===== src/sv/utf8d_pkg.sv =====
package utf8d_pkg;

  // Default width of the byte offset counters.
  localparam int unsigned OFFSET_BITS_DEF = 16;

  localparam int unsigned BYTE_W   = 8;
  localparam int unsigned CP_W     = 31;
  localparam int unsigned INDEX_W  = 16;
  localparam int unsigned LEN_W    = 3;
  localparam int unsigned CONT_W   = 6;

  // Output tdata: code_point, char_index, start_offset, seq_length, padded to bytes.
  localparam int unsigned RES_BITS = CP_W + INDEX_W + INDEX_W + LEN_W;
  localparam int unsigned RES_DATA_W = ((RES_BITS + 7) / 8) * 8;

  typedef struct packed {
    logic [CP_W-1:0]    code_point;
    logic [INDEX_W-1:0] char_index;
    logic [INDEX_W-1:0] start_offset;
    logic [LEN_W-1:0]   seq_length;
    logic               truncated;
    logic               string_done;
  } result_t;

  // Sequence length implied by a lead byte.
  function automatic logic [LEN_W-1:0] lead_length(input logic [BYTE_W-1:0] b);
    logic [LEN_W-1:0] len;
    unique case (b) inside
      [8'hC0:8'hDF]: len = 3'd2;
      [8'hE0:8'hEF]: len = 3'd3;
      [8'hF0:8'hF7]: len = 3'd4;
      [8'hF8:8'hFB]: len = 3'd5;
      [8'hFC:8'hFD]: len = 3'd6;
      default:       len = 3'd1;
    endcase
    return len;
  endfunction

  // Payload bits that a lead byte keeps for a given sequence length.
  function automatic logic [BYTE_W-1:0] lead_mask(input logic [LEN_W-1:0] len);
    logic [BYTE_W-1:0] m;
    unique case (len)
      3'd2:    m = 8'h1F;
      3'd3:    m = 8'h0F;
      3'd4:    m = 8'h07;
      3'd5:    m = 8'h03;
      3'd6:    m = 8'h01;
      default: m = 8'h7F;
    endcase
    return m;
  endfunction

endpackage


===== src/sv/utf8d_core.sv =====
module utf8d_core
  import utf8d_pkg::*;
#(
  parameter int unsigned OFFSET_BITS = OFFSET_BITS_DEF
) (
  input  logic              clk,
  input  logic              rst,
  input  logic              advance,
  input  logic [BYTE_W-1:0] byte_value,
  input  logic              last_in_string,
  output logic              emit,
  output result_t           result
);

  logic [LEN_W-1:0]       bytes_remaining, bytes_remaining_next;
  logic [LEN_W-1:0]       sequence_len, sequence_len_next;
  logic [CP_W-1:0]        accumulator, accumulator_next;
  logic [INDEX_W-1:0]     char_counter, char_counter_next;
  logic [OFFSET_BITS-1:0] byte_position, byte_position_next;
  logic [OFFSET_BITS-1:0] lead_offset, lead_offset_next;

  logic [LEN_W-1:0]       len;
  logic [LEN_W-1:0]       rem;
  logic [CP_W-1:0]        acc;
  logic [OFFSET_BITS-1:0] lead;
  logic [LEN_W-1:0]       seq;

  // Sequence assembly: a lead byte opens a sequence, later bytes shift in six bits.
  always_comb begin
    len = lead_length(byte_value);
    if (bytes_remaining == '0) begin
      lead = byte_position;
      seq  = len;
      acc  = CP_W'(byte_value & lead_mask(len));
      rem  = len - 3'd1;
    end else begin
      lead = lead_offset;
      seq  = sequence_len;
      acc  = {accumulator[CP_W-CONT_W-1:0], byte_value[CONT_W-1:0]};
      rem  = bytes_remaining - 3'd1;
    end
  end

  // Result selection and next state.
  always_comb begin
    emit                 = 1'b0;
    result.code_point    = acc;
    result.char_index    = char_counter;
    result.start_offset  = INDEX_W'(lead);
    result.seq_length    = seq;
    result.truncated     = 1'b0;
    result.string_done   = last_in_string;
    char_counter_next    = char_counter;

    if (rem == '0) begin
      emit = 1'b1;
      if (char_counter != '1) begin
        char_counter_next = char_counter + INDEX_W'(1);
      end
    end else if (last_in_string) begin
      emit                = 1'b1;
      result.code_point   = '0;
      result.seq_length   = '0;
      result.truncated    = 1'b1;
      result.string_done  = 1'b1;
    end

    bytes_remaining_next = rem;
    sequence_len_next    = seq;
    accumulator_next     = acc;
    lead_offset_next     = lead;
    byte_position_next   = (byte_position == '1) ? byte_position
                                                  : byte_position + OFFSET_BITS'(1);

    // The last byte of a string leaves the decoder as after reset.
    if (last_in_string) begin
      bytes_remaining_next = '0;
      sequence_len_next    = '0;
      accumulator_next     = '0;
      char_counter_next    = '0;
      byte_position_next   = '0;
      lead_offset_next     = '0;
    end
  end

  // Decoder state registers.
  always_ff @(posedge clk) begin
    if (rst) begin
      bytes_remaining <= '0;
      sequence_len    <= '0;
      accumulator     <= '0;
      char_counter    <= '0;
      byte_position   <= '0;
      lead_offset     <= '0;
    end else if (advance) begin
      bytes_remaining <= bytes_remaining_next;
      sequence_len    <= sequence_len_next;
      accumulator     <= accumulator_next;
      char_counter    <= char_counter_next;
      byte_position   <= byte_position_next;
      lead_offset     <= lead_offset_next;
    end
  end

endmodule


===== src/sv/utf8d_out_reg.sv =====
module utf8d_out_reg
  import utf8d_pkg::*;
(
  input  logic                  clk,
  input  logic                  rst,
  input  logic                  load,
  input  result_t               result,
  output logic                  space,
  output logic                  m_tvalid,
  input  logic                  m_tready,
  output logic [RES_DATA_W-1:0] m_tdata,
  output logic                  m_tuser,
  output logic                  m_tlast
);

  result_t held;

  // The register can take a new result when empty or when its transaction completes.
  assign space = !m_tvalid || m_tready;

  always_ff @(posedge clk) begin
    if (rst) begin
      m_tvalid <= 1'b0;
    end else if (load) begin
      m_tvalid <= 1'b1;
    end else if (m_tready) begin
      m_tvalid <= 1'b0;
    end
  end

  always_ff @(posedge clk) begin
    if (load) begin
      held <= result;
    end
  end

  // Pack the result fields, first field in the lowest bits.
  assign m_tdata = RES_DATA_W'({held.seq_length, held.start_offset,
                               held.char_index, held.code_point});
  assign m_tuser = held.truncated;
  assign m_tlast = held.string_done;

endmodule


===== src/sv/utf8_stream_decoder_top.sv =====
// A result reaches the result port through the input register and then the result register
// after the transaction of the byte that completes it is taken.
// Throughput: one byte per cycle; the input and result registers keep the stream
// moving as long as the result side takes one transaction per cycle.
// A byte that ends neither a sequence nor a string produces no result.
// Reset (rst, synchronous, active high) empties both registers and clears all state.
module utf8_stream_decoder_top
  import utf8d_pkg::*;
#(
  parameter int unsigned OFFSET_BITS = OFFSET_BITS_DEF
) (
  input  logic                  clk,
  input  logic                  rst,
  input  logic                  s_tvalid,
  output logic                  s_tready,
  input  logic [BYTE_W-1:0]     s_tdata,   // [7:0] byte_value
  input  logic                  s_tlast,   // last_in_string
  output logic                  m_tvalid,
  input  logic                  m_tready,
  output logic [RES_DATA_W-1:0] m_tdata,   // code_point, char_index, start_offset,
                                           // seq_length, zero padding
  output logic                  m_tuser,   // truncated
  output logic                  m_tlast    // string_done
);

  logic              in_valid;
  logic [BYTE_W-1:0] in_byte;
  logic              in_last;
  logic              emit;
  logic              space;
  logic              advance;
  result_t           result;

  // The held byte moves on unless its result would find the output register full.
  assign advance  = in_valid && (!emit || space);
  assign s_tready = !in_valid || advance;

  // Input register.
  always_ff @(posedge clk) begin
    if (rst) begin
      in_valid <= 1'b0;
    end else if (s_tready) begin
      in_valid <= s_tvalid;
    end
  end

  always_ff @(posedge clk) begin
    if (s_tvalid && s_tready) begin
      in_byte <= s_tdata;
      in_last <= s_tlast;
    end
  end

  utf8d_core #(
    .OFFSET_BITS(OFFSET_BITS)
  ) u_core (
    .clk           (clk),
    .rst           (rst),
    .advance       (advance),
    .byte_value    (in_byte),
    .last_in_string(in_last),
    .emit          (emit),
    .result        (result)
  );

  utf8d_out_reg u_out (
    .clk     (clk),
    .rst     (rst),
    .load    (advance && emit),
    .result  (result),
    .space   (space),
    .m_tvalid(m_tvalid),
    .m_tready(m_tready),
    .m_tdata (m_tdata),
    .m_tuser (m_tuser),
    .m_tlast (m_tlast)
  );

endmodule


===== config.mk =====
export PLATFORM = sky130hd
export DESIGN_NAME = utf8_stream_decoder_top
export DESIGN_NICKNAME = d
export VERILOG_FILES = /design/src/sv/utf8d_pkg.sv /design/src/sv/utf8d_core.sv /design/src/sv/utf8d_out_reg.sv /design/src/sv/utf8_stream_decoder_top.sv
export SDC_FILE = /design/constraint.sdc
export NUM_CORES = 1
export LEC_CHECK = 0
export BUFFER_PORTS_ARGS = -buffer_cell sky130_fd_sc_hd__buf_2
export CORE_UTILIZATION = 56
export DETAILED_ROUTE_END_ITERATION = 10
export PLACE_DENSITY = 0.78
export SLEW_MARGIN = 20
export SYNTH_ARGS = -nofsm -noshare
export SYNTH_HDL_FRONTEND = slang
export SYNTH_SLANG_ARGS = --single-unit

===== constraint.sdc =====
create_clock -name clk -period 8.5 [get_ports clk]
set_clock_uncertainty 0.1 [all_clocks]
set_input_delay 1.7 -clock clk [delete_from_list [all_inputs] [get_ports clk]]
set_output_delay 1.7 -clock clk [all_outputs]
set_load 0.02 [all_outputs]

==> qor.csv <==
stage,metric,value,unit
clock_network,clock_latency,420,ps
setup_path,crit_type,flip-flop to output port,
yosys,synth_cells,654,
grt,antenna_found_initial,0,
setup_path,crit_path_max_incr_delay,490,ps
floorplanning,io_pins,89,
finish,final_util,67.14,%
sta,fin_tns_setup,0,ps
finish,layout_commonest_cell,nand2_1,
yosys,async_reset_ff_share,0,%
power,p_leak,0.002840,uW
yosys,synth_cell_types,52,
floorplanning,initial_core_util,58.18,%
setup_path,cp-end-kind,output port,
finish,antenna_cells,0,
setup_path,cp-startpoint,in_byte[2]$_DFFE_PP_,
power,total_power,1766,uW
sta,worst_pin_slew,986.5,ps
placement,postPlaceCellArea,0.007122,sq mm
floorplanning,die_w,111.4,microns
placement,hpwl,8946,microns
clock_network,cts_tree,built,
run_status,failed_checks,design-rule violations,
clock_network,cts_buffers,17,
sta,maxSlewHeadroom,34.23,%
drt,wire_per_inst,16.25,microns
setup_path,critPathBufInv,1,
drt,final_antenna_net_count,0,
grt,grt_usage,23.87,%
setup_path,worst-path-max-fanout,8,
finish,nNetsFinal,730,
sta,setup_viol,0,
floorplanning,die_y,111.4,microns
drt,drt_first_pass_iters,8,
finish,flow.area_growth_from_synthesis,15.41,%
yosys,ys_warn_count,0,
drt,wirelength,14120,microns
sta,max_freq,0.1967,GHz
yosys,syn_area,0.006700,sq mm
clock_network,path_clk_slew,60,ps
yosys,synthTopCellsByArea,"edfxtp_1 35%, dfxtp_1 24%, nand2_1 6.2%",
finish,fillerInstances,871,
setup_path,crit_chain,nor2b_1 -> o211ai_1 -> a31oi_1 -> ha_1 -> or4bb_1 -> a41oi_1 -> a211o_1 -> nand2_1 -> buf_2,
power,p_per_area,228.4,mW/mm^2
grt,grt_overflow,0,
sta,slew_viol_final,0,
setup_path,critical_path_arrival,3280,ps
sta,hold_viol,0,
finish,fin_area,0.007732,sq mm
clock_network,cts_root_buffer,clkbuf_16,
setup_path,r2r-start,in_byte[7]$_DFFE_PP_,
clock_network,ctsResizeCount,0,
sta,finalCritPeriodShare,59.80,%
grt,grt_max_degree,72,
sta,min_period,5083,ps
yosys,synth_edf_count,77,
finish,drive_gt1_share,17.36,%
yosys,ys.flop_type,dfxtp_1,
floorplanning,num_rows,39,
run_status,status,"complete, but fails checks",
setup_path,cp_top_family,compound AO/OA/AOI/OAI gates,
clock_network,cts_buffer_depth,2,
floorplanning,die-area,0.01241,sq mm
finish,final_cell_mix,"111 x nand2_1, 82 x buf_2, 81 x dfxtp_1, 77 x edfxtp_1, 71 x a21oi_1",
setup_path,start_kind,flip-flop,
hold_path,hp-class,flip-flop to flip-flop,
sta,grt_setup_unrepaired,false,
setup_path,crit_path_top_delay_cell,or4bb_1,
clock_network,ctsHoldBuffers,0,
grt,grt_pass1_vias,4973,
yosys,synth_seq_cells,158,
grt,grt_first_pass_wirelength,23670,microns
clock_network,h-tree-depth,4,
yosys,yosys.area.top_type_share,34.51,%
drt,drt-initial-drc-count,464,
drt,vias_per_cell,5.934,
clock_network,post_cts.repair.setup_buffers,0,
drt,vias,5157,
clock_network,cts_sinks,158,
drt,drc,14,
floorplanning,core_area,0.01152,sq mm
hold_path,hold_start,u_core.lead_offset[13]$_SDFFE_PP0P_,
power,ir_worst_vdd,207.4,uV
yosys,synth.largest_area_cell,edfxtp_1,
setup_path,crit_required,6700,ps
yosys,syn_avg_cell_area,10.24,sq um
yosys,yosysSeqAreaShare,58.71,%
placement,port_buffers,82,
job,drv_cap,0,
placement,place.gp.congestion,0.8494,
-- kinds of logic after synthesis --
group / after synthesis / share of synthesized area, %
AO/OA/AOI/OAI: 135 / 13.13
XOR/XNOR: 2 / 0.2615
adder cells (fa/ha/maj): 4 / 0.7470
buffers and inverters: 57 / 3.809
flip-flops: 158 / 58.71
multiplexers: 4 / 0.5976
other: 1 / 0.05597
AND/OR/NAND/NOR: 293 / 22.69
-- worst reg2reg max path, cell delays in order (launching register included) --
cell and delay, ps:
edfxtp_1 360, and2_1 230, o211ai_1 180, a31oi_1 330
inv_1 80, ha_1 280, and2_1 190, o21ai_0 410
o221ai_4 160, buf_4 370, nor2_4 810, buf_4 580
-- cell type report --
cell class	count	area (sq um)	area share, %
sequential	158	3934	50.87
multi-input combinational	444	2552	33.01
timing repair buffer	86	440.4	5.696
clock buffer	19	432.9	5.599
tap	143	178.9	2.314
clock inverter	13	171.4	2.217
inverter	6	22.52	0.2913
-- layer usage --
layer,vias to the layer above,track usage (%),part of all wire [%]
met4,0,10.99,2.2
met3,32,4.573,5.0
met5,-,0,0
met1,2473,29.42,42
li1,2481,-,-
met2,171,40.75,51
-- stage by stage --
| step | instances | worst slack (ps) | hold slack [ps] |
|---|---|---|---|
| floorplan | 659 | 2417 | 327.3 |
| finish | 869 | 3417 | 353.0 |
| CTS | 869 | 3466 | 354.2 |
| global placement | 837 | 4011 | 336.1 |
| detailed placement | 837 | 3927 | 346.0 |
| global route | 869 | 3155 | 369.6 |
-- synth_stat cells, types with 2 or more instances --
| cell | count |
|---|---|
| nand4b_1 | 3 |
| nand3b_1 | 22 |
| inv_1 | 6 |
| a31oi_1 | 7 |
| nand2_1 | 111 |
| xnor2_1 | 2 |
| nor3_1 | 3 |
| and3_1 | 12 |
| o21a_1 | 2 |
| buf_2 | 9 |
| or3_1 | 4 |
| nor2_1 | 24 |
| and2_1 | 31 |
| o21ai_0 | 10 |
| a32oi_1 | 2 |
| a21oi_1 | 73 |
| a31o_2 | 3 |
| buf_4 | 6 |
| nand4_1 | 8 |
| o31ai_1 | 19 |
| nand2b_1 | 6 |
| a41o_1 | 4 |
| buf_1 | 3 |
| edfxtp_1 | 77 |
| or4_1 | 19 |
| nor2b_1 | 7 |
| clkbuf_1 | 32 |
| and4_1 | 3 |
| dfxtp_1 | 81 |
| ha_1 | 4 |
| nor4_1 | 2 |
| nand3_1 | 36 |
| mux2i_1 | 4 |
-- path summary, 6_finish.rpt --
kind                                          to  slack (ps)  cells after the start
max reg2reg          u_out.m_tdata[43]$_DFFE_PP_        4050                     11
min          u_core.lead_offset[13]$_SDFFE_PP0P_         350                      2
min reg2reg  u_core.lead_offset[13]$_SDFFE_PP0P_         350                      2
max                                     s_tready        3420                      9
-- report_power, final --
part,internal [uW],total [uW],switching (uW)
Combinational,38.7,152,113
Clock,487,776,289
Sequential,827,839,11.4
-- flip-flops by register name, indices dropped and copies added (netlist names) --
| name | flops |
|---|---|
| in_byte | 8 |
| u_core.lead_offset | 16 |
| in_last | 1 |
| u_out.m_tdata | 66 |
| u_core.byte_position | 16 |
| u_core.bytes_remaining | 3 |
| u_out.m_tlast | 1 |
| in_valid | 1 |
| u_core.accumulator | 25 |
| u_core.sequence_len | 3 |
| u_out.m_tvalid | 1 |
| u_core.char_counter | 16 |
| u_out.m_tuser | 1 |
No activity file was read; power rests on OpenSTA's default activity.
